### src/skc_pkg.sv
// shared types, constants and the kill duration table for the shift kill controller
// no dependencies
`default_nettype none

package skc_pkg;

    localparam int unsigned SENSOR_W   = 8;
    localparam int unsigned RPM_W      = 16;
    localparam int unsigned COUNT_W    = 16;
    localparam int unsigned PRESS_W    = 8;
    localparam int unsigned DUR_W      = 9;
    localparam int unsigned CFG_IDX_W  = 3;
    localparam int unsigned CFG_DATA_W = 16;

    localparam logic [SENSOR_W-1:0] SENSOR_PRESS_MAX = 8'h40;
    localparam logic [SENSOR_W-1:0] SENSOR_SIXTH_MIN = 8'hF0;
    localparam logic [SENSOR_W-1:0] SENSOR_LOW_GEAR  = 8'hAA;
    localparam logic [SENSOR_W-1:0] SENSOR_HIGH_GEAR = 8'hF8;
    localparam logic [RPM_W-1:0]    RPM_PRESS_MIN    = 16'h1400;
    localparam int unsigned         DUR_RPM_BASE     = 32'h1E00;
    localparam int unsigned         DUR_RPM_STEP     = 32'h0A00;
    localparam int unsigned         DUR_BINS         = 10;

    localparam logic [COUNT_W-1:0] REARM_DELAY_RST      = 16'd400;
    localparam logic [PRESS_W-1:0] MIN_ACTIVE_COUNT_RST = 8'd5;
    localparam logic [RPM_W-1:0]   LOW_GEAR_RPM_RST     = 16'd20480;
    localparam logic [RPM_W-1:0]   HIGH_GEAR_RPM_RST    = 16'd25600;

    typedef enum logic [CFG_IDX_W-1:0] {
        REG_REARM_DELAY      = 3'd0,
        REG_MIN_ACTIVE_COUNT = 3'd1,
        REG_LOW_GEAR_RPM     = 3'd2,
        REG_HIGH_GEAR_RPM    = 3'd3,
        REG_IGN_CUT_ENABLE   = 3'd4,
        REG_FUEL_CUT_ENABLE  = 3'd5,
        REG_PAIR_RPM_MODE    = 3'd6
    } cfg_index_t;

    typedef enum logic [1:0] {
        PAIR_LEAVE = 2'd0,
        PAIR_CLEAR = 2'd1,
        PAIR_SET   = 2'd2
    } pair_action_t;

    typedef struct packed {
        logic [COUNT_W-1:0] rearm_delay;
        logic [PRESS_W-1:0] min_active_count;
        logic [RPM_W-1:0]   low_gear_rpm;
        logic [RPM_W-1:0]   high_gear_rpm;
        logic               ign_cut_enable;
        logic               fuel_cut_enable;
        logic               pair_rpm_mode;
    } cfg_t;

    typedef struct packed {
        logic         fuel_cut;
        logic         ign_cut;
        pair_action_t pair_action;
        logic         kill_on;
    } result_t;

    function automatic logic [DUR_W-1:0] dur_entry(input logic [3:0] idx);
        logic [DUR_W-1:0] d;
        case (idx)
            4'd0:    d = 9'h03E;
            4'd1:    d = 9'h05D;
            4'd2:    d = 9'h07C;
            4'd3:    d = 9'h09C;
            4'd4:    d = 9'h0BB;
            4'd5:    d = 9'h0DA;
            4'd6:    d = 9'h0F9;
            4'd7:    d = 9'h119;
            4'd8:    d = 9'h138;
            4'd9:    d = 9'h158;
            4'd10:   d = 9'h177;
            default: d = 9'h03E;
        endcase
        return d;
    endfunction

    // rpm bins are monotone, so the highest exceeded threshold wins
    function automatic logic [DUR_W-1:0] pick_duration(input logic [RPM_W-1:0] rpm);
        logic [3:0]       idx;
        logic [RPM_W-1:0] thr;
        idx = 4'd0;
        for (int k = 0; k < DUR_BINS; k++) begin
            thr = RPM_W'(DUR_RPM_BASE + k * DUR_RPM_STEP);
            if (rpm > thr) begin
                idx = 4'(k + 1);
            end
        end
        return dur_entry(idx);
    endfunction

endpackage

`default_nettype wire

### src/skc_cfg_regs.sv
// configuration register file for the shift kill controller
// depends on skc_pkg
`default_nettype none

module skc_cfg_regs
    import skc_pkg::*;
(
    input  wire logic                  aclk,
    input  wire logic                  aresetn,
    input  wire logic                  cfg_wr_en,
    input  wire logic [CFG_IDX_W-1:0]  cfg_index,
    input  wire logic [CFG_DATA_W-1:0] cfg_wdata,
    output cfg_t                       cfg
);

    cfg_t cfg_reg;
    cfg_t cfg_next;

    always_comb begin
        cfg_next = cfg_reg;
        if (cfg_wr_en) begin
            case (cfg_index_t'(cfg_index))
                REG_REARM_DELAY:      cfg_next.rearm_delay      = cfg_wdata;
                REG_MIN_ACTIVE_COUNT: cfg_next.min_active_count = cfg_wdata[PRESS_W-1:0];
                REG_LOW_GEAR_RPM:     cfg_next.low_gear_rpm     = cfg_wdata;
                REG_HIGH_GEAR_RPM:    cfg_next.high_gear_rpm    = cfg_wdata;
                REG_IGN_CUT_ENABLE:   cfg_next.ign_cut_enable   = cfg_wdata[0];
                REG_FUEL_CUT_ENABLE:  cfg_next.fuel_cut_enable  = cfg_wdata[0];
                REG_PAIR_RPM_MODE:    cfg_next.pair_rpm_mode    = cfg_wdata[0];
                default: ;
            endcase
        end
    end

    always_ff @(posedge aclk) begin
        if (!aresetn) begin
            cfg_reg.rearm_delay      <= REARM_DELAY_RST;
            cfg_reg.min_active_count <= MIN_ACTIVE_COUNT_RST;
            cfg_reg.low_gear_rpm     <= LOW_GEAR_RPM_RST;
            cfg_reg.high_gear_rpm    <= HIGH_GEAR_RPM_RST;
            cfg_reg.ign_cut_enable   <= 1'b1;
            cfg_reg.fuel_cut_enable  <= 1'b1;
            cfg_reg.pair_rpm_mode    <= 1'b1;
        end else begin
            cfg_reg <= cfg_next;
        end
    end

    assign cfg = cfg_reg;

endmodule

`default_nettype wire

### src/skc_core.sv
// per-tick kill state update and result logic for the shift kill controller
// depends on skc_pkg
`default_nettype none

module skc_core
    import skc_pkg::*;
(
    input  wire logic                aclk,
    input  wire logic                aresetn,
    input  wire logic                step_en,
    input  wire logic [SENSOR_W-1:0] sensor_level,
    input  wire logic [RPM_W-1:0]    engine_rpm,
    input  wire cfg_t                cfg,
    output result_t                  result
);

    logic               started_reg;
    logic               kill_state_reg,      kill_state_next;
    logic               switch_pressed_reg,  switch_pressed_next;
    logic [PRESS_W-1:0] press_count_reg,     press_count_next;
    logic [COUNT_W-1:0] kill_counter_reg,    kill_counter_next;
    logic [DUR_W-1:0]   kill_duration_reg,   kill_duration_next;
    logic               sixth_gear_flag_reg, sixth_gear_flag_next;
    logic [COUNT_W-1:0] sixth_gear_hold_reg, sixth_gear_hold_next;
    logic [COUNT_W-1:0] kc_inc;
    pair_action_t       pair;

    always_comb begin
        // first tick after reset clears the kill and press state and loads both counters from the rearm delay
        kill_state_next      = started_reg ? kill_state_reg : 1'b0;
        switch_pressed_next  = started_reg ? switch_pressed_reg : 1'b0;
        press_count_next     = started_reg ? press_count_reg : '0;
        kill_counter_next    = started_reg ? kill_counter_reg : cfg.rearm_delay;
        sixth_gear_hold_next = started_reg ? sixth_gear_hold_reg : cfg.rearm_delay;
        sixth_gear_flag_next = sixth_gear_flag_reg;
        kill_duration_next   = kill_duration_reg;
        kc_inc               = kill_counter_next + 16'd1;

        if (sensor_level <= SENSOR_PRESS_MAX) begin
            if (!sixth_gear_flag_reg && engine_rpm > RPM_PRESS_MIN) begin
                switch_pressed_next = 1'b1;
                kill_duration_next  = pick_duration(engine_rpm);
            end
        end else begin
            switch_pressed_next = 1'b0;
            if (sensor_level >= SENSOR_SIXTH_MIN) begin
                sixth_gear_flag_next = 1'b1;
                sixth_gear_hold_next = cfg.rearm_delay;
            end else if (sixth_gear_hold_next == '0) begin
                sixth_gear_flag_next = 1'b0;
            end else begin
                sixth_gear_hold_next = sixth_gear_hold_next - 16'd1;
            end
        end

        if (kill_state_next) begin
            kill_counter_next = kc_inc;
            if (kc_inc >= {{(COUNT_W-DUR_W){1'b0}}, kill_duration_next}) begin
                kill_state_next   = 1'b0;
                kill_counter_next = cfg.rearm_delay;
            end
        end else if (kill_counter_next != '0) begin
            // rearm delay only runs while released
            if (!switch_pressed_next) begin
                kill_counter_next = kill_counter_next - 16'd1;
            end
        end else if (switch_pressed_next) begin
            if (press_count_next != '1) begin
                press_count_next = press_count_next + 8'd1;
            end
            if (press_count_next >= cfg.min_active_count) begin
                kill_state_next   = 1'b1;
                kill_counter_next = '0;
            end
        end else begin
            press_count_next = '0;
        end

        if (!cfg.pair_rpm_mode) begin
            pair = PAIR_LEAVE;
        end else if ((sensor_level < SENSOR_LOW_GEAR && cfg.low_gear_rpm < engine_rpm) ||
                     (sensor_level < SENSOR_HIGH_GEAR && cfg.high_gear_rpm < engine_rpm)) begin
            pair = PAIR_CLEAR;
        end else begin
            pair = PAIR_SET;
        end

        result.fuel_cut    = kill_state_next & cfg.fuel_cut_enable;
        result.ign_cut     = kill_state_next & cfg.ign_cut_enable;
        result.pair_action = pair;
        result.kill_on     = kill_state_next;
    end

    always_ff @(posedge aclk) begin
        if (!aresetn) begin
            started_reg         <= 1'b0;
            kill_state_reg      <= 1'b0;
            switch_pressed_reg  <= 1'b0;
            press_count_reg     <= '0;
            kill_counter_reg    <= '0;
            kill_duration_reg   <= '0;
            sixth_gear_flag_reg <= 1'b0;
            sixth_gear_hold_reg <= '0;
        end else if (step_en) begin
            started_reg         <= 1'b1;
            kill_state_reg      <= kill_state_next;
            switch_pressed_reg  <= switch_pressed_next;
            press_count_reg     <= press_count_next;
            kill_counter_reg    <= kill_counter_next;
            kill_duration_reg   <= kill_duration_next;
            sixth_gear_flag_reg <= sixth_gear_flag_next;
            sixth_gear_hold_reg <= sixth_gear_hold_next;
        end
    end

endmodule

`default_nettype wire

### src/shift_kill_controller_unit.sv
// path: input register, combinational kill state update, result register
// throughput: one tick per cycle while the result side does not stall (m_ready)
// reset: synchronous active-low aresetn clears the valid flags of both register stages and
// the kill state, and restores the configuration registers to their defaults
// top level of the shift kill controller; depends on skc_pkg, skc_cfg_regs, skc_core
`default_nettype none

module shift_kill_controller_unit
    import skc_pkg::*;
(
    input  wire logic                  aclk,
    input  wire logic                  aresetn,
    input  wire logic                  s_valid,
    output logic                       s_ready,
    input  wire logic [SENSOR_W-1:0]   s_sensor_level,
    input  wire logic [RPM_W-1:0]      s_engine_rpm,
    output logic                       m_valid,
    input  wire logic                  m_ready,
    output logic                       m_fuel_cut,
    output logic                       m_ign_cut,
    output logic [1:0]                 m_pair_action,
    output logic                       m_kill_on,
    input  wire logic                  cfg_wr_en,
    input  wire logic [CFG_IDX_W-1:0]  cfg_index,
    input  wire logic [CFG_DATA_W-1:0] cfg_wdata
);

    cfg_t                cfg;
    result_t             step_result;
    result_t             out_res_reg;
    logic                in_valid_reg;
    logic                out_valid_reg;
    logic [SENSOR_W-1:0] in_sensor_reg;
    logic [RPM_W-1:0]    in_rpm_reg;
    logic                advance;

    assign advance = in_valid_reg && (!out_valid_reg || m_ready);
    assign s_ready = !in_valid_reg || advance;

    skc_cfg_regs u_cfg (
        .aclk      (aclk),
        .aresetn   (aresetn),
        .cfg_wr_en (cfg_wr_en),
        .cfg_index (cfg_index),
        .cfg_wdata (cfg_wdata),
        .cfg       (cfg)
    );

    skc_core u_core (
        .aclk         (aclk),
        .aresetn      (aresetn),
        .step_en      (advance),
        .sensor_level (in_sensor_reg),
        .engine_rpm   (in_rpm_reg),
        .cfg          (cfg),
        .result       (step_result)
    );

    always_ff @(posedge aclk) begin
        if (!aresetn) begin
            in_valid_reg  <= 1'b0;
            out_valid_reg <= 1'b0;
        end else begin
            if (s_ready) begin
                in_valid_reg <= s_valid;
            end
            if (advance) begin
                out_valid_reg <= 1'b1;
            end else if (m_ready) begin
                out_valid_reg <= 1'b0;
            end
        end
    end

    // payload registers, no reset
    always_ff @(posedge aclk) begin
        if (s_valid && s_ready) begin
            in_sensor_reg <= s_sensor_level;
            in_rpm_reg    <= s_engine_rpm;
        end
        if (advance) begin
            out_res_reg <= step_result;
        end
    end

    assign m_valid       = out_valid_reg;
    assign m_fuel_cut    = out_res_reg.fuel_cut;
    assign m_ign_cut     = out_res_reg.ign_cut;
    assign m_pair_action = out_res_reg.pair_action;
    assign m_kill_on     = out_res_reg.kill_on;

endmodule

`default_nettype wire

### config.mk
export PLATFORM = sky130hd
export DESIGN_NAME = shift_kill_controller_unit
export DESIGN_NICKNAME = d
export VERILOG_FILES = /design/src/skc_pkg.sv /design/src/skc_cfg_regs.sv /design/src/skc_core.sv /design/src/shift_kill_controller_unit.sv
export SDC_FILE = /design/constraint.sdc
export NUM_CORES = 1
export LEC_CHECK = 0
export BUFFER_PORTS_ARGS = -buffer_cell sky130_fd_sc_hd__buf_2
export CELL_PAD_IN_SITES_DETAIL_PLACEMENT = 0
export CELL_PAD_IN_SITES_GLOBAL_PLACEMENT = 1
export CORE_MARGIN = 2
export CORE_UTILIZATION = 32
export CTS_BUF_LIST = sky130_fd_sc_hd__clkbuf_4
export DETAILED_ROUTE_END_ITERATION = 12
export GPL_TIMING_DRIVEN = 0
export PLACE_DENSITY = 0.57
export SYNTH_ARGS = -nofsm -noshare
export SYNTH_HDL_FRONTEND = slang
export SYNTH_SLANG_ARGS = --single-unit
### constraint.sdc
create_clock -name aclk -period 6.9 [get_ports aclk]
set_input_delay 0.69 -clock aclk [delete_from_list [all_inputs] [get_ports aclk]]
set_output_delay 0.69 -clock aclk [all_outputs]
set_load 0.005 [all_outputs]
==> flow_summary.json <==
{
  "rsz0062_at_grt": "false",
  "drt_first_iter_violations": 951,
  "rr_worst_depth": 18,
  "cts_tree": "built",
  "grt_max_degree": 25,
  "hold_path_class": "input port to register",
  "synth_edf_count": 29,
  "required_ns": 7.42,
  "path_max_fanout": 10,
  "holdBufCountCts": 0,
  "yosys.area.top_type_share_pct": 24.8,
  "die_w_um": 173,
  "area_growth_pct": 11.1,
  "worstSetupStartpointType": "register",
  "via_count": 8870,
  "setup-tns-final_ns": 0,
  "dp_hpwl_um": 25200,
  "slowest_delay_ns": 0.87,
  "arrival_ns": 6.67,
  "ys_seq_elements": 143,
  "cts_buffer_depth": 2,
  "cts_setup_buffers": 0,
  "cts-buffers-inserted": 17,
  "crit_start": "in_rpm_reg[12]$_DFFE_PP_",
  "drc": 0,
  "ir_worst_vdd_uv": 118,
  "ys_top_cells_by_area": "dfxtp_1, edfxtp_1, ha_1, nand2_1, a21oi_1",
  "die_h_um": 173,
  "finalSetupViolCount": 0,
  "port_buffers": 54,
  "yosys_warnings": 0,
  "instances_no_fill": 1618,
  "hold_depth": 1,
  "wl_per_cell_um": 20.7,
  "finalCritPeriodShare_pct": 89.1,
  "ys_seq_area_share_pct": 34.3,
  "crit_chain": "clkbuf_1 > and2_1 > o311ai_0 > o21ai_1 > a21oi_1 > a2111oi_1 > o2bb2ai_1 > ha_1 > a2111oi_0 > mux2i_1 > ha_1 > nand2_1 > o21ai_0 > a221oi_1 > nand3_2 > buf_2 > mux2i_1 > o21ai_0",
  "syn_inst": 1147,
  "largest_reg_flops": 59,
  "top_level_ports": 55,
  "antenna_found_initial": 1,
  "antenna_left": 0,
  "fin_util_pct": 35.8,
  "synth_top_cell_by_area": "dfxtp_1",
  "r2r-start": "in_rpm_reg[12]$_DFFE_PP_",
  "grt_usage_pct": 22.5,
  "drt-pass1-iter-count": 7,
  "coreArea_um2": 28500,
  "grt_pass1_wl_um": 51800,
  "maxSlewHeadroom_pct": 18.7,
  "synth_fp_nets": 1254,
  "initial_core_util_pct": 32.3,
  "power_density_nw_per_um2": 180,
  "dieArea_um2": 30100,
  "gr-total-overflow": 0,
  "cts-root-buf": "clkbuf_4",
  "netlist_area_um2": 9190,
  "cp_slowest_cell": "a2111oi_1",
  "drive_gt1_share_pct": 9.57,
  "crit_type": "register to register",
  "post_cts_resized": 0,
  "worstMarginPinSlew_ns": 1.22,
  "hp-start": "s_engine_rpm[6]",
  "avgSynthCellArea_um2": 8.01,
  "cp-end-kind": "register",
  "finClkSkew_ns": 0.0265,
  "yosys.cell_types.count": 77,
  "synthArstFlopShare_pct": 0,
  "wirelength_um": 33500,
  "synthFlopType": "dfxtp_1",
  "n_fill_cell": 3079,
  "dp_cells": 1585,
  "grt_pass1_vias": 8557,
  "leakage_nw": 3.94,
  "clk_latency_ns": 0.60,
  "cts.sinks": 143,
  "place.gp.congestion": 0.878,
  "htree_levels": 4,
  "final_hold_viol_count": 0,
  "vias_per_cell": 5.48,
  "outcome": "finished, final reports clean",
  "maxCapViolations": 0,
  "layout_min_cycle_time_ns": 6.15,
  "rows": 62,
  "fin_nets": 1327,
  "clock.fmax_mhz": 163,
  "cts.clk_slew.worst_paths_ns": 0.14,
  "slew_violations": 0
}
==> power by group <==
group / internal [mW] / leakage, nW / switching [mW]
combinational: 0.129 / 2.58 / 0.246
clock: 0.184 / 0.152 / 0.359
sequential: 0.889 / 1.21 / 0.0312
==> logic make-up after synthesis <==
| logic type | Yosys count | share of synthesized area [%] |
|---|---|---|
| AOI/OAI and AO/OA | 316 | 21.6 |
| xor gates and xnor gates | 23 | 2.19 |
| adders and majority gates | 59 | 8.04 |
| buffers and inverters | 99 | 4.24 |
| DFF | 143 | 34.3 |
| muxes | 46 | 5.07 |
| and+or+nand+nor | 461 | 24.5 |
==> layout by cell type, fill, tap and decap left out, types with 7 or more instances in the layout <==
| cell | count |
|---|---|
| nand2_1 | 186 |
| nor2_1 | 69 |
| edfxtp_1 | 29 |
| nor3b_1 | 13 |
| ha_1 | 59 |
| o21ai_0 | 64 |
| and2_1 | 10 |
| xnor2_1 | 11 |
| nand3_1 | 39 |
| inv_1 | 32 |
| nor2b_1 | 15 |
| a21oi_1 | 114 |
| xor2_1 | 12 |
| clkbuf_1 | 53 |
| nor3_1 | 33 |
| nand4_1 | 17 |
| buf_2 | 59 |
| a21boi_0 | 8 |
| nor4_1 | 12 |
| or3_1 | 7 |
| nand2b_1 | 12 |
| dfxtp_1 | 114 |
| mux2i_1 | 42 |
| a31oi_1 | 18 |
| and3_1 | 12 |
| clkbuf_4 | 17 |
| a211oi_1 | 7 |
| o211ai_1 | 10 |
| a21o_1 | 15 |
==> cell usage after synthesis, drive strengths merged, types with 8 or more instances <==
cell type  number
nor4           12
a21oi         115
and3           12
nor3b          13
nor2b          15
o211ai         10
nand2b         12
a31oi          18
mux2i          42
a21boi          8
xor2           12
a21o           15
nor3           34
nor2           69
buf            11
nand3          40
o21ai          65
dfxtp         114
and2           10
edfxtp         29
clkbuf         53
xnor2          11
nand2         186
inv            32
ha             59
nand4          17
==> final timing paths <==
| path | end | slack [ns] |
|---|---|---|
| setup / recovery | u_core.kill_counter_reg[3]$_SDFFE_PN0P_ | 0.75 |
| hold / removal | in_rpm_reg[6]$_DFFE_PP_ | 0.26 |
| setup reg to reg | u_core.kill_counter_reg[3]$_SDFFE_PN0P_ | 0.75 |
| hold reg to reg | u_cfg.cfg[36]$_SDFFE_PN0P_ | 0.47 |
==> metrics by stage <==
stage	power (mW)	area (µm²)	hold WS, ns	worst slack, ns
floorplan	1.17	9190	0.431	2.20
global route	1.94	10200	0.188	0.254
global placement	1.31	9940	0.446	0.634
CTS	1.85	10200	0.204	0.592
detailed placement	1.31	9940	0.447	0.617
finish	1.84	10200	0.261	0.754
==> area by class of cell <==
| cell class | instances | area, µm² | area share (%) |
|---|---|---|---|
| Clock buffer | 17 | 128 | 1.25 |
| Antenna cell | 1 | 2.50 | 0.0245 |
| Clock inverter | 15 | 136 | 1.34 |
| Inverter | 35 | 131 | 1.29 |
| Buffer | 64 | 258 | 2.53 |
| Multi-Input combinational cell | 905 | 5650 | 55.3 |
| Timing Repair Buffer | 54 | 270 | 2.65 |
| Sequential cell | 143 | 3150 | 30.9 |
| Tap cell | 384 | 480 | 4.71 |
==> worst max-delay path, delay by kind of cell, from the launching register on <==
kind                       cells  cell delay [ns]
AOI/OAI and AO/OA              9             3.38
muxes                          2             0.36
and+or+nand+nor                3             0.62
DFF                            1             0.39
buffers and inverters          2             0.70
adders and majority gates      2             0.61
==> per-layer routing <==
| metal | vias to the layer above | global-route usage, % | wire length [µm] |
|---|---|---|---|
| met5 | - | 0 | 0 |
| met2 | 251 | 36.1 | 15000 |
| met4 | 0 | 6.57 | 801 |
| met1 | 4233 | 31.1 | 16100 |
| li1 | 4342 | - | - |
| met3 | 44 | 3.84 | 1590 |
(Power assumes the default switching activity.)
